$ cat config.mk
export PLATFORM = sky130hd
export DESIGN_NAME = sjis_to_iso2022jp_converter_unit
export DESIGN_NICKNAME = d
export VERILOG_FILES = /design/src/hw/rtl/sjis_pkg.sv /design/src/hw/rtl/sjis_front.sv /design/src/hw/rtl/sjis_queue.sv /design/src/hw/rtl/sjis_back.sv /design/src/hw/rtl/sjis_to_iso2022jp_converter_unit.sv
export SDC_FILE = /design/constraint.sdc
export NUM_CORES = 1
export LEC_CHECK = 0
export ABC_AREA = 0
export CORE_MARGIN = 2
export CORE_UTILIZATION = 45
export DETAILED_ROUTE_END_ITERATION = 8
export DONT_BUFFER_PORTS = 1
export PLACE_DENSITY_LB_ADDON = 0.1
export SYNTH_ARGS = -nofsm -noshare
export SYNTH_HDL_FRONTEND = slang
export SYNTH_HIERARCHICAL = 1
export SYNTH_SLANG_ARGS = --single-unit
$ cat constraint.sdc
create_clock -name clk -period 3.52 [get_ports clk]
set_input_delay 0.704 -clock clk [delete_from_list [all_inputs] [get_ports clk]]
set_output_delay 0.704 -clock clk [all_outputs]
set_load 0.005 [all_outputs]
$ cat src/hw/rtl/sjis_pkg.sv
`timescale 1ns / 1ps
`default_nettype none
// -----------------------------------------------------------------------------
// sjis_pkg: shared types and constants for the SJIS to ISO-2022-JP converter
// Beat structs, the character-set mode type and the per-item command word
// that travels from the classifier to the byte sequencer.
// -----------------------------------------------------------------------------
package sjis_pkg;

  // character-set mode of the output stream
  typedef enum logic [1:0] {
    MODE_ROMAN = 2'd0,
    MODE_X0208 = 2'd1,
    MODE_KANA  = 2'd2
  } mode_t;

  // input beat
  typedef struct packed {
    logic       kind;       // 0 = data byte, 1 = flush
    logic [7:0] data_byte;
  } in_item_t;

  // output beat
  typedef struct packed {
    logic [7:0] out_byte;
    logic       last;
  } out_item_t;

  // one queued command: optional escape, then zero to two character bytes
  typedef struct packed {
    logic       esc;        // emit escape sequence for esc_mode first
    mode_t      esc_mode;
    logic [1:0] nchar;      // character bytes that follow (0..2)
    logic [7:0] b0;
    logic [7:0] b1;
  } cmd_t;

  localparam logic       KIND_DATA  = 1'b0;
  localparam logic       KIND_FLUSH = 1'b1;

  localparam logic [7:0] ESC_BYTE   = 8'h1B;
  localparam logic [7:0] ESC_DOLLAR = 8'h24;
  localparam logic [7:0] ESC_PAREN  = 8'h28;
  localparam logic [7:0] FINAL_B    = 8'h42;
  localparam logic [7:0] FINAL_I    = 8'h49;
  localparam logic [7:0] FINAL_J    = 8'h4A;

  localparam logic [7:0] LEAD_OFF_LO = 8'h70;
  localparam logic [7:0] LEAD_OFF_HI = 8'hB0;
  localparam logic [7:0] TRAIL_SPLIT = 8'h9F;
  localparam logic [7:0] KANA_MASK   = 8'h7F;
  localparam logic [7:0] TRAIL_SUB_A = 8'h20;
  localparam logic [7:0] TRAIL_SUB_B = 8'h1F;
  localparam logic [7:0] TRAIL_SUB_C = 8'h7E;
  localparam logic [7:0] HIGH_BIT    = 8'h80;
  localparam logic [7:0] NBSP_BYTE   = 8'hA0;
  localparam logic [7:0] LEAD_HI_LO  = 8'hE0;
  localparam logic [7:0] USER_LO     = 8'hF0;

  localparam logic [1:0] NCHAR_NONE = 2'd0;
  localparam logic [1:0] NCHAR_ONE  = 2'd1;
  localparam logic [1:0] NCHAR_TWO  = 2'd2;

endpackage : sjis_pkg
`default_nettype wire

$ cat src/hw/rtl/sjis_front.sv
`timescale 1ns / 1ps
`default_nettype none
// -----------------------------------------------------------------------------
// sjis_front: input classifier
// Holds mode and pending lead byte, decodes each input beat into a command
// word and pushes it to the queue when the beat produces output bytes.
// -----------------------------------------------------------------------------
module sjis_front (
  input  wire              clk,
  input  wire              rst_n,
  input  wire              acc,        // input beat accepted
  input  sjis_pkg::in_item_t item,
  output logic             push,
  output sjis_pkg::cmd_t   cmd
);
  import sjis_pkg::*;

  mode_t      mode_r, mode_nxt;
  logic [7:0] lead_r, lead_nxt;
  logic       lead_vld_r, lead_vld_nxt;

  logic [7:0] b;
  mode_t      want;
  logic [1:0] nchar;
  logic [7:0] first, second, off, diff;
  logic [7:0] dbl;

  assign b = item.data_byte;

  // pair arithmetic on the held lead and the incoming trail
  always_comb begin
    off  = (lead_r >= LEAD_HI_LO) ? LEAD_OFF_HI : LEAD_OFF_LO;
    diff = lead_r - off;
    dbl  = {diff[6:0], 1'b0};
    if (lead_r >= USER_LO) begin
      first  = lead_r;
      second = b;
    end else if (b < TRAIL_SPLIT) begin
      first  = dbl[7:0] - 8'd1;
      second = (b > KANA_MASK) ? (b - TRAIL_SUB_A) : (b - TRAIL_SUB_B);
    end else begin
      first  = dbl[7:0];
      second = b - TRAIL_SUB_C;
    end
  end

  // classify the beat and update state
  always_comb begin
    mode_nxt     = mode_r;
    lead_nxt     = lead_r;
    lead_vld_nxt = lead_vld_r;
    want         = mode_r;
    nchar        = NCHAR_NONE;
    cmd.b0       = b;
    cmd.b1       = second;
    priority if (item.kind == KIND_FLUSH) begin
      want = MODE_ROMAN;
    end else if (lead_vld_r) begin
      want         = MODE_X0208;
      nchar        = NCHAR_TWO;
      cmd.b0       = first;
      lead_nxt     = 8'h00;
      lead_vld_nxt = 1'b0;
    end else if (b < HIGH_BIT || b == NBSP_BYTE) begin
      want  = MODE_ROMAN;
      nchar = NCHAR_ONE;
    end else if (b > NBSP_BYTE && b < LEAD_HI_LO) begin
      want   = MODE_KANA;
      nchar  = NCHAR_ONE;
      cmd.b0 = b & KANA_MASK;
    end else begin
      lead_nxt     = b;
      lead_vld_nxt = 1'b1;
    end
    if (nchar != NCHAR_NONE || item.kind == KIND_FLUSH) begin
      mode_nxt = want;
    end
    cmd.esc      = (nchar != NCHAR_NONE || item.kind == KIND_FLUSH) && (mode_r != want);
    cmd.esc_mode = want;
    cmd.nchar    = nchar;
    push         = acc && (cmd.esc || nchar != NCHAR_NONE);
  end

  // state registers
  always_ff @(posedge clk) begin
    if (!rst_n) begin
      mode_r     <= MODE_ROMAN;
      lead_r     <= 8'h00;
      lead_vld_r <= 1'b0;
    end else if (acc) begin
      mode_r     <= mode_nxt;
      lead_r     <= lead_nxt;
      lead_vld_r <= lead_vld_nxt;
    end
  end

endmodule : sjis_front
`default_nettype wire

$ cat src/hw/rtl/sjis_queue.sv
`timescale 1ns / 1ps
`default_nettype none
// -----------------------------------------------------------------------------
// sjis_queue: command queue
// Small register FIFO that decouples the classifier from the byte sequencer.
// -----------------------------------------------------------------------------
module sjis_queue #(
  parameter int DEPTH = 4
) (
  input  wire            clk,
  input  wire            rst_n,
  input  wire            push,
  input  sjis_pkg::cmd_t wr_cmd,
  output logic           full,
  input  wire            pop,
  output sjis_pkg::cmd_t head,
  output logic           empty
);
  import sjis_pkg::*;

  localparam int PW = (DEPTH > 1) ? $clog2(DEPTH) : 1;
  localparam int CW = $clog2(DEPTH + 1);
  localparam logic [PW-1:0] LAST_PTR = PW'(DEPTH - 1);
  localparam logic [CW-1:0] FULL_CNT = CW'(DEPTH);

  cmd_t          entry_r [DEPTH];
  logic [PW-1:0] wp_r, rp_r;
  logic [CW-1:0] cnt_r;

  assign full  = (cnt_r == FULL_CNT);
  assign empty = (cnt_r == '0);
  assign head  = entry_r[rp_r];

  // storage
  always_ff @(posedge clk) begin
    if (push) begin
      entry_r[wp_r] <= wr_cmd;
    end
  end

  // pointers and fill count
  always_ff @(posedge clk) begin
    if (!rst_n) begin
      wp_r  <= '0;
      rp_r  <= '0;
      cnt_r <= '0;
    end else begin
      if (push) begin
        wp_r <= (wp_r == LAST_PTR) ? '0 : wp_r + PW'(1);
      end
      if (pop) begin
        rp_r <= (rp_r == LAST_PTR) ? '0 : rp_r + PW'(1);
      end
      if (push && !pop) begin
        cnt_r <= cnt_r + CW'(1);
      end else if (pop && !push) begin
        cnt_r <= cnt_r - CW'(1);
      end
    end
  end

endmodule : sjis_queue
`default_nettype wire

$ cat src/hw/rtl/sjis_back.sv
`timescale 1ns / 1ps
`default_nettype none
// -----------------------------------------------------------------------------
// sjis_back: byte sequencer
// Walks the head command one byte per cycle unless stalled (escape, then
// characters) into the output register and pops it after its final byte.
// -----------------------------------------------------------------------------
module sjis_back (
  input  wire                clk,
  input  wire                rst_n,
  input  sjis_pkg::cmd_t     head,
  input  wire                empty,
  output logic               pop,
  output logic               out_valid,
  input  wire                out_stall,
  output sjis_pkg::out_item_t out_item
);
  import sjis_pkg::*;

  logic [2:0] pos_r;
  logic       vld_r;
  out_item_t  item_r;

  logic [2:0] v;
  logic [7:0] byte_sel;
  logic       is_last, load;

  // byte at the current position; v counts escape bytes 0..2, chars 3..4
  always_comb begin
    v = head.esc ? pos_r : pos_r + 3'd3;
    unique case (v)
      3'd0: byte_sel = ESC_BYTE;
      3'd1: byte_sel = (head.esc_mode == MODE_X0208) ? ESC_DOLLAR : ESC_PAREN;
      3'd2: begin
        unique case (head.esc_mode)
          MODE_X0208: byte_sel = FINAL_B;
          MODE_KANA:  byte_sel = FINAL_I;
          default:    byte_sel = FINAL_J;
        endcase
      end
      3'd3:    byte_sel = head.b0;
      default: byte_sel = head.b1;
    endcase
    is_last = (v == 3'd2 && head.nchar == NCHAR_NONE) ||
              (v == 3'd3 && head.nchar == NCHAR_ONE) || (v >= 3'd4);
    load    = !empty && (!vld_r || !out_stall);
    pop     = load && is_last;
  end

  // position within the command
  always_ff @(posedge clk) begin
    if (!rst_n) begin
      pos_r <= 3'd0;
      vld_r <= 1'b0;
    end else begin
      if (load) begin
        pos_r <= is_last ? 3'd0 : pos_r + 3'd1;
        vld_r <= 1'b1;
      end else if (!out_stall) begin
        vld_r <= 1'b0;
      end
    end
  end

  // output payload register
  always_ff @(posedge clk) begin
    if (load) begin
      item_r.out_byte <= byte_sel;
      item_r.last     <= is_last;
    end
  end

  assign out_valid = vld_r;
  assign out_item  = item_r;

endmodule : sjis_back
`default_nettype wire

$ cat src/hw/rtl/sjis_to_iso2022jp_converter_unit.sv
// A byte-producing input beat writes the queue at its accepting edge and its
// first byte then enters the output register. Throughput: one input beat per
// cycle while the command queue has room; the sequencer sends one output byte
// per cycle while the output is not stalled, so a beat with an escape gives
// three to five output bytes. Reset (rst_n low, synchronous) returns to Roman
// mode with no held lead byte and empties the queue and output register.
`timescale 1ns / 1ps
`default_nettype none
// -----------------------------------------------------------------------------
// sjis_to_iso2022jp_converter_unit: Shift-JIS to ISO-2022-JP stream converter
// Classifier front end, command queue and byte sequencer back end.
// -----------------------------------------------------------------------------
module sjis_to_iso2022jp_converter_unit #(
  parameter int QUEUE_DEPTH = 4
) (
  input  wire                 clk,
  input  wire                 rst_n,
  input  wire                 in_valid,
  output logic                in_stall,
  input  sjis_pkg::in_item_t  in_item,
  output logic                out_valid,
  input  wire                 out_stall,
  output sjis_pkg::out_item_t out_item
);
  import sjis_pkg::*;

  logic acc, push, full, pop, empty;
  cmd_t wr_cmd, head;

  assign in_stall = full;
  assign acc      = in_valid && !full;

  sjis_front u_front (
    .clk   (clk),
    .rst_n (rst_n),
    .acc   (acc),
    .item  (in_item),
    .push  (push),
    .cmd   (wr_cmd)
  );

  sjis_queue #(.DEPTH(QUEUE_DEPTH)) u_queue (
    .clk    (clk),
    .rst_n  (rst_n),
    .push   (push),
    .wr_cmd (wr_cmd),
    .full   (full),
    .pop    (pop),
    .head   (head),
    .empty  (empty)
  );

  sjis_back u_back (
    .clk       (clk),
    .rst_n     (rst_n),
    .head      (head),
    .empty     (empty),
    .pop       (pop),
    .out_valid (out_valid),
    .out_stall (out_stall),
    .out_item  (out_item)
  );

endmodule : sjis_to_iso2022jp_converter_unit
`default_nettype wire

======== Yosys cells after proc, flatten, opt, wreduce, memory -nomap -nowiden ========
Memories as Yosys holds them, arrays and structs flattened. A register that Yosys moved wholly into a read port is not among the register bits.
Index checks and enable logic that the tools add are counted.
storage, ports and cells
  register bits after elaboration ......... 31
  RAM bits ................................ 84
  bits of input ports ..................... 13
  output and inout bits ................... 11
  logic and storage cells ................. 114
  memories ................................ 1
cells by class
  $add $sub $neg .......................... 11
  magnitude comparators ................... 8
  equal/unequal tests ..................... 14
  muxes and demuxes ....................... 39
  bitwise logic cells ..................... 1
  reduce and logical (&&, ||, !) cells .... 30
memories
  name             depth  bits a word  read ports  clocked after memory_dff  write ports  RTL line          RTL
  u_queue.entry_r  4      21           1           1                         1            sjis_queue.sv:26  cmd_t entry_r [DEPTH];
operator list
  cell                 count
  $mux 8               12
  $pmux 8 s4           1
  $lt 8x8->1 const B   3
  $mux 2               11
  $ge 8x8->1 const B   2
  $mux 3               4
  $logic_and 1x1->1    10
  $eq 8x8->1 const B   1
  $gt 8x7->1 const B   1
  $gt 8x8->1 const B   1
  $mux 1               8
  $pmux 4 s2           1
  $sub 8x1->8 const B  1
  $sub 8x5->8 const B  1
  $sub 8x6->8 const B  1
  $sub 8x7->8 const B  1
  $mux 7               1
  $sub 7x7->7          1
  $add 3x1->3 const B  2
  $eq 2x2->1 const B   3
  $eq 3x2->1 const B   2
  $logic_not 1->1      6
  $logic_not 3->1      2
  $logic_or 1x1->1     6
  15 further kinds     21

======== Depth between registers and ports, before layout ========
  depth in word-level cells ............... 15
  gate-level depth with buffers ........... 14
  mapped depth without buffers ............ 13

======== By module ========
Netlist, hierarchy kept.
by module, submodules not included
  module                            instances  cells each  area each (sq um)  seq. area each (sq um)
  sjis_queue                        1          153         3489.6             2702.6
  sjis_front                        1          173         1350.0             220.2
  sjis_back                         1          81          872.1              350.3
  sjis_to_iso2022jp_converter_unit  1          1           13.8               0.0

======== Worst setup path after synthesis ========
No wires, ideal clock.
  kind .................................... flip-flop to flip-flop
  start point ............................. register with a tool-made name
  end point ............................... register u_queue.cnt_r[2]
  setup time .............................. 0.076 ns
  arrival ................................. 3.095 ns
  required time ........................... 3.444 ns
  path slack .............................. 0.350 ns
  stages on the path, launching flop included .. 15
  buffers on the path ..................... 2
  clock period less this slack ............ 3.170 ns
  cell sequence ........................... dfxtp_1 > buf_6 > mux4_2 > buf_6 > and3b_2 > mux2i_2 > nand2b_2 > and2_1 > inv_1 > ha_1 > inv_1 > fa_1 > xor2_1 > or3_1 > a21boi_0
RTL lines
  what                  RTL line          RTL
  end signal, assigned  sjis_queue.sv:55  cnt_r <= cnt_r + CW'(1);
  end signal, assigned  sjis_queue.sv:57  cnt_r <= cnt_r - CW'(1);
  end, declared         sjis_queue.sv:28  logic [CW-1:0] cnt_r;

==> results.md <==
* Chip Width at approximately 120 um
* Yosys warnings at 6
* Fin nets at 455
* Synth cell count leaders: edfxtp_1, nand2_1, dfxtp_1
* Main synth FF type: edfxtp_1
* Required time worst endpoint at 3.85 ns
* Worst slew pin tran at between 0.5 and 0.6 ns
* Die height at roughly 120 um
* First-pass GRT wire length at roughly 18 mm
* GPL Wtd Cong at between 0.8 and 0.9
* Initial DRC count at 328
* Cell area after synthesis at roughly 0.0057 mm2
* Via count at about 3.4k
* Async S/R FF share, synth at 0%
* Max-cap violation count at 0
* Peak VDD IR at between 0.3 and 0.4 mV
* PD cells at 704.6 mW/mm2
* Final hold vios at 0
* Critical Path, Cell by Cell: mux4_2 > buf_4 > nor2_8 > xor2_4 > nand2b_2 > and2_1 > inv_1 > ha_1 > inv_1 > fa_1 > xor2_1 > or3_1 > a21boi_0
* Post-Place Cells at 571
* Max Clock Skew at just under 0.01 ns
* Dpl ws at between 0.15 and 0.2 ns
* Critical path type: flop to flop
* Crit path max-delay cell type: mux4_2
* F_max at 302.4 MHz
* Total die area at approximately 0.014 mm2
* Final Non-Filler Cells at 606
* Num CTS Buffers at 17
* Worst-skew pair later-pin latency at between 0.4 and 0.5 ns
* Max Slew Vio Count at 0
* Fill count at 1114
* Final wirelength at roughly 11 mm
* Vias per Instance at ~5.6
* Synth area leaders: edfxtp_1, dfxtp_1, mux4_2
* Min-Delay Path Class: input pin to flop
* Clk root buf: clkbuf_16
* Status: complete, no violations
* Area Overhead vs Synth at 13.55%
* RSZ-0062 raised after global routing: no
* Final setup vio count at 0
* Clk pin slew, worst setup/hold paths at about 0.050 ns
* Post-Synthesis Cells at between 400 and 500
* DRC violations left at 0
* Crit end category: flop
* Top-count cell post-synth: edfxtp_1
* CP Buf/Inv Count at 3
* Post-synth top area cell: edfxtp_1
* Tmin final at 3.307 ns
* DP Wirelength at ~7.8 mm
* Total grt overflow at 0
* Count of flip-flops with a built-in enable after synthesis at 93
* Crit start category: flop
* GRT Total Usage at a little under a fifth
* Ant. Diodes at 0
* # IOs at 24
* Vias in the first global route at 3374
* Crit-path max FO at 7
* # port buffers at 0
* CTS-repair resized insts at 0
* Most used cell, CP: inv_1
* Share of the synthesized area in the top cell type at 48.78%
* Max transition margin at 60.28%
* Max Root-Sink Buffers at 2
* Leakage at around 2.2 nW
* Row cnt at 41
* Clock sink count at 117
* Initial Util at a little under half
* Setup ws final at ~0.21 ns
* Core region area at roughly 0.013 mm2
* Avg Cell Area, Syn at 14.03 um2
* Period utilization at a little over nine tenths
* Crit path max-delay family: simple AND/OR/NAND/NOR gates
* Yosys reg bits at between 100 and 150
* Syn_nets at around 440
* Sequential-to-total area share from yosys stat at 57.17%
* Pre-Repair DR Iteration Count at 5
* Worst path arrival time at between 3 and 4 ns
* Setup TNS at 0 ns
* Worst path max stage delay at approximately 0.65 ns
* Synth cell types at between 70 and 80
* Largest net degree at the start of global routing at 27
* H-tree Lvls at 4
* Drt wl/cell at around 19 um
* Final ANT Viol Nets at 0
* Initial antenna violation count at 0
* Share of layout cells above drive strength 1 at 19.59%
* CTS tree: built
## cells by family (layout without fill, tap and decap cells)
| logic type | after synthesis | in the layout | share of synthesized area (%) |
|---|---|---|---|
| xor+xnor | 16 | 16 | 3.234 |
| mux | 28 | 28 | 9.637 |
| simple gates | 111 | 111 | 11.80 |
| buf+inv | 35 | 61 | 3.387 |
| fa+ha+maj | 21 | 21 | 4.720 |
| flops | 117 | 117 | 57.17 |
| compound gates | 80 | 80 | 10.05 |
## registers in the layout, indices dropped and copies added, names as in the netlist, named ones only
name,cells
u_back/out_item,9
u_back/out_valid,1
u_back/pos_r,3
u_front/lead_r,8
u_front/lead_vld_r,1
u_front/mode_r,2
u_queue/cnt_r,3
u_queue/entry_r,84
u_queue/rp_r,2
u_queue/wp_r,2
## where the power goes
part	internal, mW	switching, mW
sequential	1.71	0.0968
clock	1.17	0.578
combinational	0.452	0.569
total	3.34	1.24
## cell usage in the layout (no fill, tap or decap), types with 11 or more instances in the layout
cell       synthesis  final
o21ai_0           11     11
a21oi_1           17     17
nand3_1           13     13
buf_4              0     13
nor2_1            13     13
clkbuf_16          0     17
nand2_1           26     26
inv_1             16     16
edfxtp_1          93     93
ha_1              20     20
dfxtp_1           24     24
mux4_2            20     20
## worst register-to-register path: cells and delay by family (launching register included)
kind | cells | cell delay [ns]
buf+inv | 3 | 0.38
flops | 1 | 0.41
fa+ha+maj | 2 | 0.57
mux | 1 | 0.65
xor+xnor | 2 | 0.23
compound gates | 1 | 0.16
simple gates | 4 | 0.84
## stage by stage
step,total power [mW],hold WS (ns),instance area (um2),util [%]
after CTS,4.611,0.3969,6479,51.76
after global placement,2.832,0.4894,5882,46.99
after floorplan,2.540,0.4724,5725,-
after global routing,4.811,0.3970,6501,51.94
after detailed placement,2.858,0.5080,5882,46.99
final,4.580,0.4170,6501,51.94
## routing by layer
layer,share of wire (%),vias up,GRT usage [%]
met5,0,-,0
met4,1.4,0,5.882
met3,5.1,17,6.076
met2,47,86,29.33
met1,46,1701,24.93
li1,-,1596,-
## cell type report
class	instances	area, um2	area share (%)
Tap cell	172	215.2	3.310
Inverter	16	60.06	0.9238
Timing Repair Buffer	13	97.59	1.501
Sequential cell	117	3273	50.35
Clock inverter	12	160.2	2.463
Multi-Input combinational cell	256	2258	34.74
Clock buffer	20	436.7	6.717
## worst paths after layout
check                                start                             to  slack (ns)  cells past startpoint
min reg2reg  u_queue/cnt_r[2]$_SDFFE_PN0P_  u_queue/cnt_r[2]$_SDFFE_PN0P_        0.52                      2
min                                  rst_n  u_queue/cnt_r[0]$_SDFFE_PN0P_        0.42                      1
max                                   flop  u_queue/cnt_r[2]$_SDFFE_PN0P_        0.21                     13
max reg2reg                           flop  u_queue/cnt_r[2]$_SDFFE_PN0P_        0.21                     13
## timing repair
item                       in CTS  in global routing
hold buffers                    0                  0
buffers inserted                0                  3
hold endpoints to repair        0                  0
setup endpoints to repair       0                  1
(Power assumes the default switching activity.)
